### src/sv/pei_pkg.sv
// ============================================================================
// pei_pkg
// Shared constants, command and status types and saturation helper for the
// particle Euler integrator.
// ============================================================================
package pei_pkg;

  localparam int unsigned CAPACITY    = 256;
  localparam int unsigned VAL_W       = 32;
  localparam int unsigned DT_W        = 16;
  localparam int unsigned TF_W        = 16;
  localparam int unsigned COUNT_OUT_W = 9;
  localparam int unsigned IN_DATA_W   = 144;
  localparam int unsigned OUT_DATA_W  = 144;
  localparam int unsigned CFG_IDX_W   = 2;
  localparam int unsigned WIDE_W      = 66;

  localparam logic [CFG_IDX_W-1:0] CFG_FORCE_X  = 2'd0;
  localparam logic [CFG_IDX_W-1:0] CFG_FORCE_Y  = 2'd1;
  localparam logic [CFG_IDX_W-1:0] CFG_TIME_FAC = 2'd2;

  localparam logic [TF_W-1:0] TIME_FAC_RESET = 16'd256;

  localparam logic CMD_GEN  = 1'b0;
  localparam logic CMD_STEP = 1'b1;

  typedef struct packed {
    logic latch;
    logic gen;
    logic issue;
    logic first;
    logic publish;
  } pei_cmd_t;

  typedef struct packed {
    logic count_zero;
    logic pipe_busy;
    logic out_free;
  } pei_status_t;

  function automatic logic signed [VAL_W-1:0] sat32(input logic signed [WIDE_W-1:0] v);
    logic [WIDE_W-VAL_W:0] upper;
    upper = v[WIDE_W-1:VAL_W-1];
    if (upper == '0 || upper == '1) begin
      sat32 = v[VAL_W-1:0];
    end else if (v[WIDE_W-1]) begin
      sat32 = 32'sh8000_0000;
    end else begin
      sat32 = 32'sh7fff_ffff;
    end
  endfunction

endpackage

### src/sv/pei_ctrl.sv
// ============================================================================
// pei_ctrl
// Sequencer for item acceptance, generate, increment setup, store sweep,
// pipeline drain and result hand-off.
// ============================================================================
module pei_ctrl #(
  parameter int unsigned Capacity = pei_pkg::CAPACITY,
  localparam int unsigned IdxW = (Capacity > 1) ? $clog2(Capacity) : 1,
  localparam int unsigned CntW = $clog2(Capacity + 1)
) (
  input  logic                clk_i,
  input  logic                rst_ni,
  input  logic                s_valid_i,
  input  logic                s_cmd_i,
  output logic                s_ready_o,
  input  pei_pkg::pei_status_t status_i,
  input  logic [CntW-1:0]     count_i,
  output pei_pkg::pei_cmd_t   cmd_o,
  output logic [IdxW-1:0]     addr_o
);

  localparam logic [2:0] ST_IDLE  = 3'd0;
  localparam logic [2:0] ST_GEN   = 3'd1;
  localparam logic [2:0] ST_MUL1  = 3'd2;
  localparam logic [2:0] ST_MUL2  = 3'd3;
  localparam logic [2:0] ST_INC   = 3'd4;
  localparam logic [2:0] ST_SWEEP = 3'd5;
  localparam logic [2:0] ST_DRAIN = 3'd6;
  localparam logic [2:0] ST_DONE  = 3'd7;

  logic [2:0]      state_q, state_d;
  logic [IdxW-1:0] idx_q, idx_d;
  logic            last;

  assign last   = (CntW'(idx_q) == (count_i - CntW'(1)));
  assign addr_o = idx_q;

  always_comb begin
    state_d   = state_q;
    idx_d     = idx_q;
    cmd_o     = '0;
    s_ready_o = 1'b0;
    case (state_q)
      ST_IDLE: begin
        s_ready_o = 1'b1;
        idx_d     = '0;
        if (s_valid_i) begin
          cmd_o.latch = 1'b1;
          if (s_cmd_i == pei_pkg::CMD_GEN) begin
            state_d = ST_GEN;
          end else if (status_i.count_zero) begin
            state_d = ST_DONE;
          end else begin
            state_d = ST_MUL1;
          end
        end
      end
      ST_GEN: begin
        cmd_o.gen = 1'b1;
        state_d   = ST_DONE;
      end
      ST_MUL1: state_d = ST_MUL2;
      ST_MUL2: state_d = ST_INC;
      ST_INC:  state_d = ST_SWEEP;
      ST_SWEEP: begin
        cmd_o.issue = 1'b1;
        cmd_o.first = (idx_q == '0);
        if (last) begin
          state_d = ST_DRAIN;
        end else begin
          idx_d = idx_q + IdxW'(1);
        end
      end
      ST_DRAIN: begin
        if (!status_i.pipe_busy) begin
          state_d = ST_DONE;
        end
      end
      ST_DONE: begin
        if (status_i.out_free) begin
          cmd_o.publish = 1'b1;
          state_d       = ST_IDLE;
        end
      end
      default: state_d = ST_IDLE;
    endcase
  end

  always_ff @(posedge clk_i or negedge rst_ni) begin
    if (!rst_ni) begin
      state_q <= ST_IDLE;
      idx_q   <= '0;
    end else begin
      state_q <= state_d;
      idx_q   <= idx_d;
    end
  end

endmodule

### config.mk
export PLATFORM = sky130hd
export DESIGN_NAME = pei_ctrl
export DESIGN_NICKNAME = d
export VERILOG_FILES = /design/src/sv/pei_pkg.sv /design/src/sv/pei_ctrl.sv
export SDC_FILE = /design/constraint.sdc
export NUM_CORES = 1
export LEC_CHECK = 0
export BUFFER_PORTS_ARGS = -buffer_cell sky130_fd_sc_hd__buf_2
export CAP_MARGIN = 10
export CELL_PAD_IN_SITES_DETAIL_PLACEMENT = 0
export CELL_PAD_IN_SITES_GLOBAL_PLACEMENT = 2
export CORE_UTILIZATION = 26
export DETAILED_ROUTE_END_ITERATION = 10
export PLACE_DENSITY_LB_ADDON = 0.1
export SETUP_SLACK_MARGIN = 0.1
export SLEW_MARGIN = 0
export SYNTH_ARGS = -nofsm -noshare
export SYNTH_HDL_FRONTEND = slang
export SYNTH_SLANG_ARGS = --single-unit
### constraint.sdc
create_clock -name clk_i -period 1.9 [get_ports clk_i]
set_input_delay 0.095 -clock clk_i [delete_from_list [all_inputs] [get_ports clk_i]]
set_output_delay 0.095 -clock clk_i [all_outputs]
set_load 0.005 [all_outputs]
==> results of run 1 <==
## stage by stage
stage                     hold slack (ps)  area (um2)  total power [W]  setup TNS (ps)
after floorplan                      -201        1060          0.00103               0
after global placement              -17.0        1420          0.00147           -1250
after detailed placement            -13.4        1420          0.00149           -1330
after CTS                             222        1480          0.00174               0
after global routing                  276        1620          0.00206           -64.4
final                                 220        1620          0.00189               0
## per-layer routing
layer	wire length (um)	share of wire, %
met5	0	0
met3	102	3.1
met2	1820	55
met4	23	0.69
met1	1380	42
## worst max-delay path by stage
stage,startpoint,to,cells after the start
finish,count_i[2],addr_o[1]$_DFFE_PN0P_,8
global route,addr_o[0]$_DFFE_PN0P_,cmd_o[1],7
CTS,count_i[0],addr_o[7]$_DFFE_PN0P_,10
detailed placement,count_i[0],addr_o[7]$_DFFE_PN0P_,10
global placement,count_i[1],addr_o[7]$_DFFE_PN0P_,9
floorplan,count_i[1],addr_o[1]$_DFFE_PN0P_,7
## where the power goes
group | switching, W | internal (W) | leakage [nW]
clock | 0.0000834 | 0.000147 | 0.0228
combinational | 0.000566 | 0.000635 | 0.597
sequential | 0.000120 | 0.000340 | 0.123
total | 0.000770 | 0.00112 | 0.743
## area by class of cell
| class | instances | share of cell area [%] |
|---|---|---|
| Tap cell | 48 | 3.70 |
| Multi-Input combinational cell | 105 | 48.6 |
| Inverter | 9 | 2.08 |
| Clock buffer | 4 | 2.78 |
| Timing Repair Buffer | 63 | 25.8 |
| Sequential cell | 11 | 17.0 |
## sequential cells by signal (all words and copies together) (netlist names)
signal,cells
state_q,3
addr_o,8
## timing repair
action,in CTS,in global routing
gates cloned,0,1
pin swaps,0,15
gates resized for setup,1,21
endpoints found under the setup margin,8,12
hold buffers,1,0
hold endpoints to repair,11,0
buffers inserted,0,7
## worst register-to-register path: stages, from the launching register on
cell      delay [ps]
dfrtp_1          410
xor2_2           170
a211o_1          290
a21oi_2          180
o2111a_2         320
nor2_4            70
mux2_4           290
## kinds of logic after synthesis
family	count (synthesis)
xor+xnor	10
buf+inv	16
fa+ha+maj	3
flops	11
compound gates	31
mux	3
simple gates	57
## synth_stat cells (all sizes together), types with 2 or more instances
library cell / count
a21oi: 8
clkbuf: 6
dfrtp: 11
ha: 3
inv: 9
mux2i: 2
nand2: 13
nand3: 6
nand4: 4
nor2: 10
nor2b: 3
nor3: 4
nor4: 4
o211ai: 3
o21ai: 10
o31ai: 2
or3: 4
xnor2: 4
xor2: 6
==> impl_results.md, run 1 <==
* Critical-path cell list: buf_2 -> or4_4 -> nor3_1 -> o32ai_1 -> a21oi_1 -> o2111a_2 -> nor2_4 -> mux2_4
* Drt first-iter violations at 44
* Ranking of synthesized cells by area: dfrtp_1, xor2_1, nand2_1, o21ai_0, a21oi_1
* CTS tree: yes
* Clock Pin Slew Worst Setup and Hold Paths at 50 ps
* Routability Congestion at 0.914
* Worst hold path type: in -> reg
* Critical path type: in -> reg
* IO buf count at 29
* Met2 Use GR at 30.5%
* Largest net degree at the start of global routing at 12
* Drt pass-1 iters at 4
* Hpwl dp at 2450 um
* Root buffer cell: clkbuf_8
* Post-synth top flop: dfrtp_1
* CP max stage delay at 560 ps
* Antenna diodes at 0
* Max Clk Rate at 540 MHz
* Vias in the first global route at 1,165
* Max capacitance violation total at 0
* FF+latch area at 277 um2
* Crit. End Element: register
* Slowest stage cell, crit path: or4_4
* Peak VDD IR at 0.000506 V
* Core Footprint at 3740 um2
* Synth Area in XOR/XNOR at 8.45%
* Synth Register Bits at 11
* Post-Syn Nets at 150
* Relative max-transition margin at 81.2%
* IO Count at 30
* Nets@finish at 212
* Final Hold Viols at 0
* Initial antenna violation count at 0
* RSZ-0062 raised after global routing: true
* Antenna Nets Post-Route at 0
* Initial Util at 27.7%
* First-pass GRT wire length at 5150 um
* R2r endpoint: addr_o[1]$_DFFE_PN0P_
* Post-Syn Instances at 131
* Synth cell types at 43
* Synth-to-Final Area Change at 56.6%
* Most common cell after layout, fill and taps aside: buf_4
* YS warnings at 0
* Via count at 1,215
* Worst skew pair latency at 230 ps
* CP Data Arrival Time at 1970 ps
* Post-Route Utilization at 43.3%
* Gr usage total at 15.7%
* Endpoint of the worst hold-timing path: state_q[2]$_DFFE_PN0P_
* Met3 Use GR at 1.74%
* Setup crit start kind: input pin
* R2R setup slack at 70 ps
* Post-route setup slack at 48.3 ps
* Static Leak at 0.743 nW
* Share of cells above drive strength 1 at 46.9%
* Total die area at 4240 um2
* Mux contribution to synthesized area at 3.38%
* Final setup violation count at 0
* DR WL/cell at 13.9 um
* CTS Buf Count at 3
* Critical R2R Launch: addr_o[4]$_DFFE_PN0P_
* Commonest non-fill, non-tap cells in the layout: buf_4, buf_2, nand2_1, dfrtp_1, nor2_1
* Kind of cell adding the most delay to the critical path: simple AND/OR/NAND/NOR gates
* GRT overflow at 0
* Multi-input logic area at 788 um2
* Area share of the largest cell type after synthesis at 26.6%
* Worst-case clock buffer depth at 2
* Die Ht at 65.1 um
* Final clock skew at 1.48 ps
* Die width at 65.1 um
* Hold Path Cell Cnt at 4
* Busiest grt layer: met2
* DP Worst Slack at -198 ps
* Via/cell ratio at 5.06
* Largest family of logic cells by synthesized area: simple AND/OR/NAND/NOR gates
* Post-Layout Cell Count at 240
* Synthesized area at 1040 um2
* Pwr Density at 1170 nW/um2
* Crit path max fanout at 5
* Period minus WS final at 1850 ps
* Placed Cells at 227
* Actual slew at the worst max-slew pin at 279 ps
* H-tree levels at 1
* Row cnt at 22
* Post-Synth Simple-Gate Area at 31.9%
* EDFF count, synth at 0
* Outcome: completed
* Hold path startpoint: status_i[0]
* Area leader, netlist: dfrtp_1
* Sequential share of the synthesized area at 26.6%
* Fin. max-slew vios at 0
* Filler instances at 412
* Syn avg cell area at 7.91 um2
* Met1 usage at 17.3%
* Req. time, crit path at 2020 ps
* Reg2Reg Depth at 6
* Fin crit share at 97.5%
* WP buf/inv at 1
* Synth Area in Adders at 3.62%
* Post-synthesis async set-or-reset flop share at 100%
* CTS sink cnt at 11
* Drt drc at 0
* Compound-Gate Fraction of Synth Area at 19.6%
* Final wirelength at 3330 um
Note: power is estimated with default switching activity, not from simulation.
==> run 2, diff against run 1 <==
- CORE_UTILIZATION: 26 -> 27
- CTS_BUF_LIST: unset -> sky130_fd_sc_hd__clkbuf_8
==> run 2 against run 1 <==
  * Critical endpoint unchanged
  * Utilization grew 0.60 points
  * Sequential share of layout area rose by 0.15 points
  * Non-clock buffer count fell by 3
  * Clock power rose by 2%
  * Sequential power decreased by 2%
  * Critical path type is now reg -> reg
  * Highest routed layer unchanged
  * Critical path depth decreased by 2
  * Setup slack got worse by 16 ps
  * Count of clock-buffer cells in the layout fell by 1
  * Largest cell class unchanged
  * Register-to-register slack lost 40 ps
==> impl_results.md, run 2 (synthesis results as in run 1) <==
* Via count at 1,169 (was 1,215)
* First-pass GRT wire length at 5170 um (was 5150 um)
* Routability Congestion at 0.779 (was 0.914)
* Root buffer cell: clkbuf_8 (unchanged)
* Hpwl dp at 2350 um (was 2450 um)
* IO buf count at 29 (unchanged)
* Max capacitance violation total at 0 (unchanged)
* FF+latch area at 277 um2 (unchanged)
* Max Clk Rate at 536 MHz (was 540 MHz)
* Static Leak at 0.742 nW (was 0.743 nW)
* DR WL/cell at 13.5 um (was 13.9 um)
* Final wirelength at 3190 um (was 3330 um)
* GRT overflow at 0 (unchanged)
* Gr usage total at 16.2% (was 15.7%)
* Final Total Pwr at 0.00182 W (was 0.00189 W)
* Largest net degree at the start of global routing at 12 (unchanged)
* Synth-to-Final Area Change at 55.3% (was 56.6%)
* R2R setup slack at 30 ps (was 70 ps)
* Worst Setup EP: addr_o[1]$_DFFE_PN0P_ (unchanged)
* Worst hold path type: in -> reg (unchanged)
* Worst skew pair latency at 240 ps (was 230 ps)
* CTS Buf Count at 3 (unchanged)
* Final setup violation count at 0 (unchanged)
* Initial Util at 28.3% (was 27.7%)
* Most common cell after layout, fill and taps aside: buf_4 (unchanged)
* Origin of the worst setup path: addr_o[7]$_DFFE_PN0P_ (was count_i[2])
* Outcome: completed (unchanged)
* Fin crit share at 98.3% (was 97.5%)
* H-tree levels at 1 (unchanged)
* Critical path type: reg -> reg (was in -> reg)
* Actual slew at the worst max-slew pin at 356 ps (was 279 ps)
* Drt first-iter violations at 27 (was 44)
* Die Ht at 63.9 um (was 65.1 um)
* Critical R2R Launch: addr_o[7]$_DFFE_PN0P_ (was addr_o[4]$_DFFE_PN0P_)
* IO Count at 30 (unchanged)
* Multi-input logic area at 793 um2 (was 788 um2)
* Drt drc at 0 (unchanged)
* Crit. End Element: register (unchanged)
* Vias in the first global route at 1,114 (was 1,165)
* Relative max-transition margin at 76.0% (was 81.2%)
* Antenna Nets Post-Route at 0 (unchanged)
* Core Footprint at 3660 um2 (was 3740 um2)
* Row cnt at 22 (unchanged)
* Filler instances at 382 (was 412)
* Final Hold Viols at 0 (unchanged)
* Max FFs per register at 8 (unchanged)
* CP Data Arrival Time at 1990 ps (was 1970 ps)
* Req. time, crit path at 2030 ps (was 2020 ps)
* Via/cell ratio at 4.93 (was 5.06)
* R2r endpoint: addr_o[1]$_DFFE_PN0P_ (unchanged)
* Peak VDD IR at 0.000576 V (was 0.000506 V)
* Total die area at 4090 um2 (was 4240 um2)
* Reg2Reg Depth at 6 (unchanged)
* Final clock skew at 3.96 ps (was 1.48 ps)
* Placed Cells at 225 (was 227)
* Die width at 63.9 um (was 65.1 um)
* Worst-case clock buffer depth at 2 (unchanged)
* Pwr Density at 1130 nW/um2 (was 1170 nW/um2)
* Clock Pin Slew Worst Setup and Hold Paths at 50 ps (about the same)
* Setup crit start kind: register (was input pin)
* Drt pass-1 iters at 4 (unchanged)
* CTS tree: yes (unchanged)
* Crit path max fanout at 5 (unchanged)
* Fin. max-slew vios at 0 (unchanged)
* Antenna diodes at 0 (unchanged)
* RSZ-0062 raised after global routing: true (unchanged)
* Period minus WS final at 1870 ps (was 1850 ps)
* Worst hold margin at 217 ps (was 220 ps)
* Nets@finish at 209 (was 212)
* Commonest non-fill, non-tap cells in the layout: buf_4, buf_2, nand2_1, dfrtp_1 (was buf_4, buf_2, nand2_1, dfrtp_1, nor2_1)
* Share of cells above drive strength 1 at 47.1% (was 46.9%)
* CTS sink cnt at 11 (unchanged)
* Post-Layout Cell Count at 237 (was 240)
* Initial antenna violation count at 0 (unchanged)
run 2: cell types whose count changed in the layout (fill, tap and decap cells not counted), sizes merged:
| cell | before | now |
|---|---|---|
| clkbuf | 4 | 3 |
| inv | 9 | 10 |
| buf | 62 | 59 |
run 2: worst min-delay path by stage:
stage / start / endpoint / slack (ps) / cells after the start
after floorplan: rst_ni / addr_o[0]$_DFFE_PN0P_ / -200 / 0
after global placement: rst_ni / addr_o[3]$_DFFE_PN0P_ / -10 / 1
after detailed placement: rst_ni / addr_o[3]$_DFFE_PN0P_ / -10 / 1
after CTS: s_cmd_i / state_q[0]$_DFFE_PN0P_ / 210 / 4
after global routing: status_i[0] / state_q[2]$_DFFE_PN0P_ / 220 / 4
final: s_cmd_i / state_q[0]$_DFFE_PN0P_ / 220 / 4
run 2: timing repair:
item	CTS	global route
endpoints found under the hold margin	11	0
pin swaps	0	13
gates resized for setup	4	20
setup endpoints to repair	9	12
setup buffers	3	3
gates cloned	1	0
hold buffers	1	0
run 2: where the power goes:
part           switching [W]  internal [W]
Sequential          0.000111      0.000339
Clock              0.0000926      0.000142
Combinational       0.000547      0.000583
run 2: layer usage:
metal	track usage, %	part of all wire (%)	wire length (um)
met5	0	0	0
met4	6.25	1.9	61
met3	1.61	2.7	87
met2	29.0	50	1600
met1	19.7	45	1440
run 2: critical path: stages (launching register included):
cell	delay, ps
dfrtp_1	350
and4bb_1	190
a31o_1	180
a221o_1	350
o2111a_2	230
nor2_4	150
mux2_4	300
run 2: cell type report:
type | count | share of cell area [%]
multi-input cells | 105 | 49.3
repair buffers | 60 | 24.9
flip-flops and latches | 11 | 17.2
well taps | 48 | 3.73
clock buffers | 3 | 2.57
inverters | 9 | 2.10
clock inverters | 1 | 0.233
run 2: through the flow:
stage,cell area (um2),TNS (ps),worst slack [ps],utilization [%]
finish,1610,0,32.6,44.0
global route,1610,-145,-47.8,44.0
CTS,1510,0,63.2,41.2
detailed placement,1410,-1500,-212,38.4
global placement,1410,-1010,-161,38.4
floorplan,1060,0,115,-
